===== src/rtl/i2cm_pkg.sv =====
`default_nettype none

package i2cm_pkg;

    localparam logic [2:0] FN_TICK  = 3'd0;
    localparam logic [2:0] FN_START = 3'd1;
    localparam logic [2:0] FN_STOP  = 3'd2;
    localparam logic [2:0] FN_WRITE = 3'd3;
    localparam logic [2:0] FN_ACK   = 3'd4;
    localparam logic [2:0] FN_READ  = 3'd5;

    localparam logic [0:0] REG_TICKS_PER_US   = 1'd0;
    localparam logic [0:0] REG_ACK_POLL_LIMIT = 1'd1;

    localparam logic [7:0] TICKS_PER_US_RST   = 8'd1;
    localparam logic [7:0] ACK_POLL_LIMIT_RST = 8'd250;

    typedef enum logic [3:0] {
        PH_START_A     = 4'd0,
        PH_START_B     = 4'd1,
        PH_BIT_SET     = 4'd2,
        PH_BIT_HIGH    = 4'd3,
        PH_BIT_LOW     = 4'd4,
        PH_ACK_REL     = 4'd5,
        PH_ACK_HIGH    = 4'd6,
        PH_ACK_POLL    = 4'd7,
        PH_STOP_A      = 4'd8,
        PH_STOP_B      = 4'd9,
        PH_RD_LOW      = 4'd10,
        PH_RD_HIGH     = 4'd11,
        PH_RD_ACK_SET  = 4'd12,
        PH_RD_ACK_HIGH = 4'd13
    } t_phase;

    typedef struct packed {
        logic [2:0] func;
        logic [7:0] tx_byte;
        logic       send_ack;
        logic       sda_in;
    } t_in_item;

    typedef struct packed {
        logic       scl_level;
        logic       sda_level;
        logic       sda_drive;
        logic       busy_res;
        logic       done_res;
        logic       ack_error;
        logic [7:0] rx_byte;
    } t_out_item;

endpackage

`default_nettype wire


===== src/rtl/i2c_bitbang_master.sv =====
// Channel  Direction  Handshake                     Payload
// in       input      i_in_valid / o_in_stall       i_in_data  (t_in_item)
// out      output     o_out_valid / i_out_stall     o_out_data (t_out_item)
// cfg      input      i_cfg_we                      i_cfg_idx, i_cfg_data
//
// One transaction in gives one transaction out; one tick is taken per cycle while the input is not stalled.
// Bus state is computed combinationally into the result register, so the result
// follows in the cycle after acceptance.
// Synchronous active-low reset: bus lines high, SDA driven, engine idle.
// Input stalls only while a result waits and the output is stalled.
`default_nettype none

module i2c_bitbang_master
    import i2cm_pkg::*;
(
    input  wire logic       i_clk,
    input  wire logic       i_rst_n,
    input  wire logic       i_in_valid,
    output logic            o_in_stall,
    input  wire t_in_item   i_in_data,
    output logic            o_out_valid,
    input  wire logic       i_out_stall,
    output t_out_item       o_out_data,
    input  wire logic       i_cfg_we,
    input  wire logic [0:0] i_cfg_idx,
    input  wire logic [7:0] i_cfg_data
);

    logic [7:0] r_ticks_per_us;
    logic [7:0] r_ack_poll_limit;
    logic       r_out_valid;
    t_out_item  r_out_data;
    t_out_item  res;
    logic       in_acc;

    assign o_in_stall  = r_out_valid & i_out_stall;
    assign in_acc      = i_in_valid & !o_in_stall;
    assign o_out_valid = r_out_valid;
    assign o_out_data  = r_out_data;

    i2cm_engine u_engine (
        .i_clk            (i_clk),
        .i_rst_n          (i_rst_n),
        .i_step           (in_acc),
        .i_item           (i_in_data),
        .i_ticks_per_us   (r_ticks_per_us),
        .i_ack_poll_limit (r_ack_poll_limit),
        .o_res            (res)
    );

    always_ff @(posedge i_clk) begin
        if (!i_rst_n) begin
            r_ticks_per_us   <= TICKS_PER_US_RST;
            r_ack_poll_limit <= ACK_POLL_LIMIT_RST;
        end else if (i_cfg_we) begin
            case (i_cfg_idx)
                REG_TICKS_PER_US:   r_ticks_per_us   <= i_cfg_data;
                REG_ACK_POLL_LIMIT: r_ack_poll_limit <= i_cfg_data;
                default: ;
            endcase
        end
    end

    always_ff @(posedge i_clk) begin
        if (!i_rst_n) begin
            r_out_valid <= 1'b0;
        end else if (in_acc) begin
            r_out_valid <= 1'b1;
        end else if (!i_out_stall) begin
            r_out_valid <= 1'b0;
        end
    end

    always_ff @(posedge i_clk) begin
        if (in_acc) begin
            r_out_data <= res;
        end
    end

endmodule

`default_nettype wire


===== src/rtl/i2cm_engine.sv =====
`default_nettype none

module i2cm_engine
    import i2cm_pkg::*;
(
    input  wire logic       i_clk,
    input  wire logic       i_rst_n,
    input  wire logic       i_step,
    input  wire t_in_item   i_item,
    input  wire logic [7:0] i_ticks_per_us,
    input  wire logic [7:0] i_ack_poll_limit,
    output t_out_item       o_res
);

    logic [2:0] r_cmd,   n_cmd;
    t_phase     r_phase, n_phase;
    logic [3:0] r_bits,  n_bits;
    logic [9:0] r_delay, n_delay;
    logic [7:0] r_poll,  n_poll;
    logic [7:0] r_shift, n_shift;
    logic       r_scl,   n_scl;
    logic       r_sda,   n_sda;
    logic       r_dir,   n_dir;
    logic       r_ack,   n_ack;
    logic [7:0] r_rx,    n_rx;

    logic       do_enter;
    t_phase     enter_ph;
    logic       done;
    logic       err;
    logic [3:0] bits_inc;

    // delay of 1, 2 or 4 us; a zero rate gives one tick
    function automatic logic [9:0] load_delay(input logic [7:0] tpu, input logic [1:0] sh);
        logic [9:0] t;
        t = {2'b00, tpu} << sh;
        if (tpu == 8'd0) begin
            t = 10'd1;
        end
        return t;
    endfunction

    assign bits_inc = r_bits + 4'd1;

    always_comb begin
        n_cmd    = r_cmd;
        n_phase  = r_phase;
        n_bits   = r_bits;
        n_delay  = r_delay;
        n_poll   = r_poll;
        n_shift  = r_shift;
        n_scl    = r_scl;
        n_sda    = r_sda;
        n_dir    = r_dir;
        n_ack    = r_ack;
        n_rx     = r_rx;
        do_enter = 1'b0;
        enter_ph = PH_START_A;
        done     = 1'b0;
        err      = 1'b0;

        if (r_cmd == FN_TICK) begin
            if (i_item.func >= FN_START && i_item.func <= FN_READ) begin
                n_cmd    = i_item.func;
                n_poll   = 8'd0;
                n_bits   = 4'd0;
                do_enter = 1'b1;
                case (i_item.func)
                    FN_START: enter_ph = PH_START_A;
                    FN_STOP:  enter_ph = PH_STOP_A;
                    FN_WRITE: begin
                        n_shift  = i_item.tx_byte;
                        n_dir    = 1'b1;
                        n_scl    = 1'b0;
                        enter_ph = PH_BIT_SET;
                    end
                    FN_ACK:   enter_ph = PH_ACK_REL;
                    default: begin
                        n_shift  = 8'd0;
                        n_ack    = i_item.send_ack;
                        n_dir    = 1'b0;
                        enter_ph = PH_RD_LOW;
                    end
                endcase
            end
        end else if (r_delay > 10'd1) begin
            n_delay = r_delay - 10'd1;
        end else begin
            case (r_phase)
                PH_START_A:  begin do_enter = 1'b1; enter_ph = PH_START_B; end
                PH_START_B:  begin n_scl = 1'b0; done = 1'b1; end
                PH_BIT_SET:  begin do_enter = 1'b1; enter_ph = PH_BIT_HIGH; end
                PH_BIT_HIGH: begin do_enter = 1'b1; enter_ph = PH_BIT_LOW; end
                PH_BIT_LOW: begin
                    n_shift = {r_shift[6:0], 1'b0};
                    n_bits  = bits_inc;
                    if (bits_inc >= 4'd8) begin
                        done = 1'b1;
                    end else begin
                        do_enter = 1'b1;
                        enter_ph = PH_BIT_SET;
                    end
                end
                PH_ACK_REL:  begin do_enter = 1'b1; enter_ph = PH_ACK_HIGH; end
                PH_ACK_HIGH: begin do_enter = 1'b1; enter_ph = PH_ACK_POLL; end
                PH_ACK_POLL: begin
                    if (!i_item.sda_in) begin
                        n_scl = 1'b0;
                        done  = 1'b1;
                    end else if (r_poll >= i_ack_poll_limit) begin
                        do_enter = 1'b1;
                        enter_ph = PH_STOP_A;
                    end else begin
                        n_poll = r_poll + 8'd1;
                    end
                end
                PH_STOP_A: begin do_enter = 1'b1; enter_ph = PH_STOP_B; end
                PH_STOP_B: begin
                    done = 1'b1;
                    err  = (r_cmd == FN_ACK);
                end
                PH_RD_LOW: begin do_enter = 1'b1; enter_ph = PH_RD_HIGH; end
                PH_RD_HIGH: begin
                    n_shift  = {r_shift[6:0], i_item.sda_in};
                    n_bits   = bits_inc;
                    do_enter = 1'b1;
                    if (bits_inc >= 4'd8) begin
                        n_rx     = {r_shift[6:0], i_item.sda_in};
                        enter_ph = PH_RD_ACK_SET;
                    end else begin
                        enter_ph = PH_RD_LOW;
                    end
                end
                PH_RD_ACK_SET:  begin do_enter = 1'b1; enter_ph = PH_RD_ACK_HIGH; end
                PH_RD_ACK_HIGH: begin n_scl = 1'b0; done = 1'b1; end
                default: done = 1'b1;
            endcase
        end

        if (done) begin
            n_cmd   = FN_TICK;
            n_phase = PH_START_A;
            n_delay = 10'd0;
        end

        if (do_enter) begin
            n_phase = enter_ph;
            case (enter_ph)
                PH_START_A: begin
                    n_dir = 1'b1; n_sda = 1'b1; n_scl = 1'b1;
                    n_delay = load_delay(i_ticks_per_us, 2'd2);
                end
                PH_START_B: begin
                    n_sda = 1'b0;
                    n_delay = load_delay(i_ticks_per_us, 2'd2);
                end
                PH_BIT_SET: begin
                    n_sda = n_shift[7];
                    n_delay = load_delay(i_ticks_per_us, 2'd1);
                end
                PH_BIT_HIGH: begin
                    n_scl = 1'b1;
                    n_delay = load_delay(i_ticks_per_us, 2'd1);
                end
                PH_BIT_LOW: begin
                    n_scl = 1'b0;
                    n_delay = load_delay(i_ticks_per_us, 2'd1);
                end
                PH_ACK_REL: begin
                    n_dir = 1'b0; n_sda = 1'b1;
                    n_delay = load_delay(i_ticks_per_us, 2'd0);
                end
                PH_ACK_HIGH: begin
                    n_scl = 1'b1;
                    n_delay = load_delay(i_ticks_per_us, 2'd0);
                end
                PH_ACK_POLL: n_delay = 10'd0;
                PH_STOP_A: begin
                    n_dir = 1'b1; n_scl = 1'b0; n_sda = 1'b0;
                    n_delay = load_delay(i_ticks_per_us, 2'd2);
                end
                PH_STOP_B: begin
                    n_scl = 1'b1; n_sda = 1'b1;
                    n_delay = load_delay(i_ticks_per_us, 2'd2);
                end
                PH_RD_LOW: begin
                    n_scl = 1'b0;
                    n_delay = load_delay(i_ticks_per_us, 2'd1);
                end
                PH_RD_HIGH: begin
                    n_scl = 1'b1;
                    n_delay = load_delay(i_ticks_per_us, 2'd0);
                end
                PH_RD_ACK_SET: begin
                    n_scl = 1'b0; n_dir = 1'b1; n_sda = !r_ack;
                    n_delay = load_delay(i_ticks_per_us, 2'd1);
                end
                PH_RD_ACK_HIGH: begin
                    n_scl = 1'b1;
                    n_delay = load_delay(i_ticks_per_us, 2'd1);
                end
                default: n_delay = 10'd1;
            endcase
        end
    end

    always_comb begin
        o_res.scl_level = n_scl;
        o_res.sda_level = n_dir ? n_sda : 1'b1;
        o_res.sda_drive = n_dir;
        o_res.busy_res  = (n_cmd != FN_TICK);
        o_res.done_res  = done;
        o_res.ack_error = err;
        o_res.rx_byte   = n_rx;
    end

    always_ff @(posedge i_clk) begin
        if (!i_rst_n) begin
            r_cmd   <= FN_TICK;
            r_phase <= PH_START_A;
            r_bits  <= 4'd0;
            r_delay <= 10'd0;
            r_poll  <= 8'd0;
            r_shift <= 8'd0;
            r_scl   <= 1'b1;
            r_sda   <= 1'b1;
            r_dir   <= 1'b1;
            r_ack   <= 1'b0;
            r_rx    <= 8'd0;
        end else if (i_step) begin
            r_cmd   <= n_cmd;
            r_phase <= n_phase;
            r_bits  <= n_bits;
            r_delay <= n_delay;
            r_poll  <= n_poll;
            r_shift <= n_shift;
            r_scl   <= n_scl;
            r_sda   <= n_sda;
            r_dir   <= n_dir;
            r_ack   <= n_ack;
            r_rx    <= n_rx;
        end
    end

endmodule

`default_nettype wire


===== config.mk =====
export PLATFORM = sky130hd
export DESIGN_NAME = i2c_bitbang_master
export DESIGN_NICKNAME = d
export VERILOG_FILES = /design/src/rtl/i2cm_pkg.sv /design/src/rtl/i2c_bitbang_master.sv /design/src/rtl/i2cm_engine.sv
export SDC_FILE = /design/constraint.sdc
export NUM_CORES = 1
export LEC_CHECK = 0
export BUFFER_PORTS_ARGS = -buffer_cell sky130_fd_sc_hd__clkbuf_2
export CAP_MARGIN = 20
export CORE_MARGIN = 4
export CORE_UTILIZATION = 43
export CTS_CLUSTER_SIZE = 20
export DETAILED_ROUTE_END_ITERATION = 10
export PLACE_DENSITY = 0.6
export RECOVER_POWER = 100
export SLEW_MARGIN = 25
export SYNTH_ARGS = -nofsm -noshare
export SYNTH_HDL_FRONTEND = slang
export SYNTH_SLANG_ARGS = --single-unit

===== constraint.sdc =====
create_clock -name i_clk -period 4.25 [get_ports i_clk]
set_clock_uncertainty 0.05 [all_clocks]
set_input_delay 0.85 -clock i_clk [delete_from_list [all_inputs] [get_ports i_clk]]
set_output_delay 0.85 -clock i_clk [all_outputs]
set_load 0.02 [all_outputs]

==> results_dict.tcl <==
set metrics [dict create \
    path_max_fanout 15 \
    syn_inst 561 \
    dpl-instance-area_um2 4900 \
    initial_core_utilization 0.444 \
    seq_power_share 0.485 \
    violations "capacitance limit, slew limit" \
    dp.cells 712 \
    yosys.area.top_type_share 0.286 \
    die-area_um2 12500 \
    ctsHoldBuffers 0 \
    floorplan.rows 37 \
    syn_nets 600 \
    core_area_um2 10400 \
    hold_start "r_ack_poll_limit[2]" \
    vdd_drop_max_uv 188 \
    first_iter_violations 404 \
    setup-tns-final_ns 0 \
    global_route.usage.total 0.209 \
    grt_first_pass_wirelength_mm 20.9 \
    ctsResizeCount 0 \
    crit-reg2reg-launch "u_engine.r_delay[4]" \
    tightest_slew_ns 1.64 \
    grt_start_max_net_pins 33 \
    worst_ep_required_time_ns 4.41 \
    clockBufferDepth 2 \
    antenna_cells_inserted 0 \
    final-hold-violation-count 0 \
    clkSinkCount 80 \
    top_level_ports 43 \
    filler_cell_count 1066 \
    globalplace.congestion 0.882 \
    power_switching_share 0.338 \
    synth_top_cells_by_area "dfxtp_1, edfxtp_1, nor2_1" \
    regToRegSetupSlack_ns 0.48 \
    grt_setup_unrepaired "no" \
    grt-ovfl-total 0 \
    placement.io_buffers 42 \
    dr_total_vias 4283 \
    clk_latency_ns 0.37 \
    postLayoutCoreUtil 0.481 \
    cts_tree "built" \
    cts.htree.levels 3 \
    finalNetCount 626 \
    timing.critical_path.from_type "flop" \
    worstSetupEndpointType "flop" \
    synth.ff_latch_count 80 \
    final.period_utilization 0.887 \
    vias_in_the_first_global_route 4052 \
    synth_flop_cell "dfxtp_1" \
    dpl.hpwl_mm 9.49 \
    synth_edf_count 14 \
    antenna_found_initial 0 \
    ant_nets 0 \
    timing.reg2reg.worst_path_depth 7 \
    die_h_um 112 \
    postCtsSetupBuffers 0 \
    synth_seq_area_share 0.377 \
    layout_cells_sized_above_1 0.0914 \
    drv_slew 33 \
    timing.final.setup_violations 0 \
    min_path_cells 2 \
    cts-buffers-inserted 9 \
    post_synth_instance_area_um2 4620 \
    postRouteWirelength_mm 12.9 \
    route.detailed.wl_per_inst_um 17.7 \
    clk_pin_slew_worst_paths_ns 0.08 \
    synth.avg_cell_area_um2 8.24 \
    netlist-cell-type-count 68 \
    finalPower_uw 1800 \
    rr_endpoint "u_engine.r_phase[0]" \
    timing_worst_setup_path_type "flop to flop" \
    max-cap-violations 1 \
    timing.fmax_mhz 265 \
    pwr-share-clk 0.266 \
    layout.cell_area.non_filler_um2 5010 \
    drc_violation_count_after_routing 0 \
    ys_warn_count 0 \
    clock-root-buffer "clkbuf_8" \
    power_per_cell_area_nw_per_um2 360 \
    min_to "r_ack_poll_limit[2]" \
    status "complete, but fails checks" \
    combinationalPowerShare 0.249 \
    power.net_switching_uw 610 \
    async_reset_ff_frac 0 \
    detail_route.first_pass.iterations 5 \
    period_minus_slack_ns 3.77 \
    power.static_leakage_uw 0.00189 \
    yosys.area.top_type "dfxtp_1" \
    internal_power_uw 1190 \
    per_cell_via_count_in_the_routed_design 5.89 \
    flow.area_growth_from_synthesis_pct 8.31 \
    crit_arrival_ns 3.93 \
    layout.cells.non_filler 727 \
    maxSlewHeadroom -0.0919 \
    min-delay-path-class "flop to flop" \
    die_width_um 112 \
]
sequential cells by signal (all words and copies together), names as in the netlist, 3 cells and up:
name	flops
u_engine.r_phase	4
u_engine.r_delay	10
u_engine.r_bits	4
u_engine.r_poll	8
r_ticks_per_us	8
o_out_data	14
u_engine.r_rx	8
u_engine.r_shift	8
u_engine.r_cmd	3
r_ack_poll_limit	8
area by class of cell:
cell class              instances  area, um2  share of cell area
flip-flops and latches         80       1740               0.348
clock inverters                 4       21.3             0.00425
multi-input cells             430       2650               0.530
well taps                     136        170              0.0340
repair buffers                 47        219              0.0437
inverters                      19       71.3              0.0142
clock buffers                  11        131              0.0262
cell usage after synthesis, types with 6 or more instances:
| cell | count |
|---|---|
| dfxtp_1 | 66 |
| nor2_1 | 64 |
| nand2_1 | 61 |
| a21oi_1 | 31 |
| o21ai_0 | 26 |
| nor3_1 | 25 |
| clkbuf_1 | 24 |
| inv_1 | 18 |
| edfxtp_1 | 14 |
| o211ai_1 | 14 |
| nand3_1 | 13 |
| ha_1 | 12 |
| xor2_1 | 12 |
| a31oi_1 | 11 |
| a22oi_1 | 10 |
| mux2_2 | 9 |
| nor2b_1 | 9 |
| and3_1 | 8 |
| a211oi_1 | 7 |
| a221oi_1 | 7 |
| and2_1 | 7 |
| nand2b_1 | 7 |
| nand4_1 | 7 |
| nor4_1 | 7 |
| o31ai_1 | 7 |
| or3_1 | 6 |
routing by layer:
layer,track usage,vias to the layer above,part of all wire
met5,0,-,0
met4,0.0860,0,0.028
met3,0.0484,28,0.060
met2,0.323,145,0.45
met1,0.281,2000,0.46
li1,-,2110,-
power by group through the flow:
stage | logic (uW) | clock network (uW) | registers [uW]
after global routing | 498 | 529 | 883
after floorplan | 338 | 0 | 889
after CTS | 455 | 496 | 875
final | 449 | 480 | 875
after global placement | 449 | 0 | 889
after detailed placement | 453 | 0 | 892
worst max-delay path, cell delays in order, from the launching register on:
cell	delay, ns
dfxtp_1	0.37
or4_1	0.62
or4_1	0.73
or3_1	0.57
o21ai_4	0.44
o21ai_0	0.41
a22oi_1	0.34
nor2_1	0.07
stage by stage:
step	hold WS (ns)	worst slack [ns]
2_1_floorplan	0.386	1.12
3_3_place_gp	0.405	0.666
3_5_place_dp	0.403	0.602
4_1_cts	0.414	0.591
5_1_grt	0.437	0.265
6_report	0.411	0.482
how the worst max path moves through the flow:
stage                                    from             endpoint  slack [ns]  cells past startpoint
after floorplan           u_engine.r_delay[4]       o_out_data[12]        1.12                     11
after global routing      u_engine.r_delay[4]  u_engine.r_phase[0]        0.26                      7
after global placement    u_engine.r_delay[4]  u_engine.r_delay[0]        0.67                      7
after CTS                 u_engine.r_delay[4]  u_engine.r_delay[0]        0.59                      7
after detailed placement  u_engine.r_delay[4]  u_engine.r_delay[0]        0.60                      7
final                     u_engine.r_delay[4]  u_engine.r_phase[0]        0.48                      7
placed cells by master (no fill, tap or decap), types with 4 or more instances in the layout:
master    instances
a311oi_1          4
a22oi_1          10
and3_1            8
and2_0            4
and2_1            4
dfxtp_1          66
nor2_1           65
o21a_1            5
ha_1             12
o211ai_1         14
a221oi_1          7
or2_2             4
nor2b_1           9
nor3_1           25
edfxtp_1         14
a211oi_1          7
nand2_1          61
a31oi_1          11
nor4_1            7
clkbuf_2         25
mux2_1            7
a21oi_1          32
nand3_1          13
clkbuf_1         21
o21ai_0          28
clkbuf_8          9
nand4_1           7
xnor2_1           4
xor2_1           12
nand2b_1          7
inv_1            18
or3_1             6
o31ai_1           7
or4_1             5
cells by family after synthesis:
group / after synthesis / share of synthesized area
compound gates: 160 / 0.246
xor+xnor: 16 / 0.0303
fa+ha+maj: 12 / 0.0325
buf+inv: 51 / 0.0463
flops: 80 / 0.377
mux: 12 / 0.0284
simple gates: 230 / 0.240
Note: power is estimated with default switching activity, not from simulation.
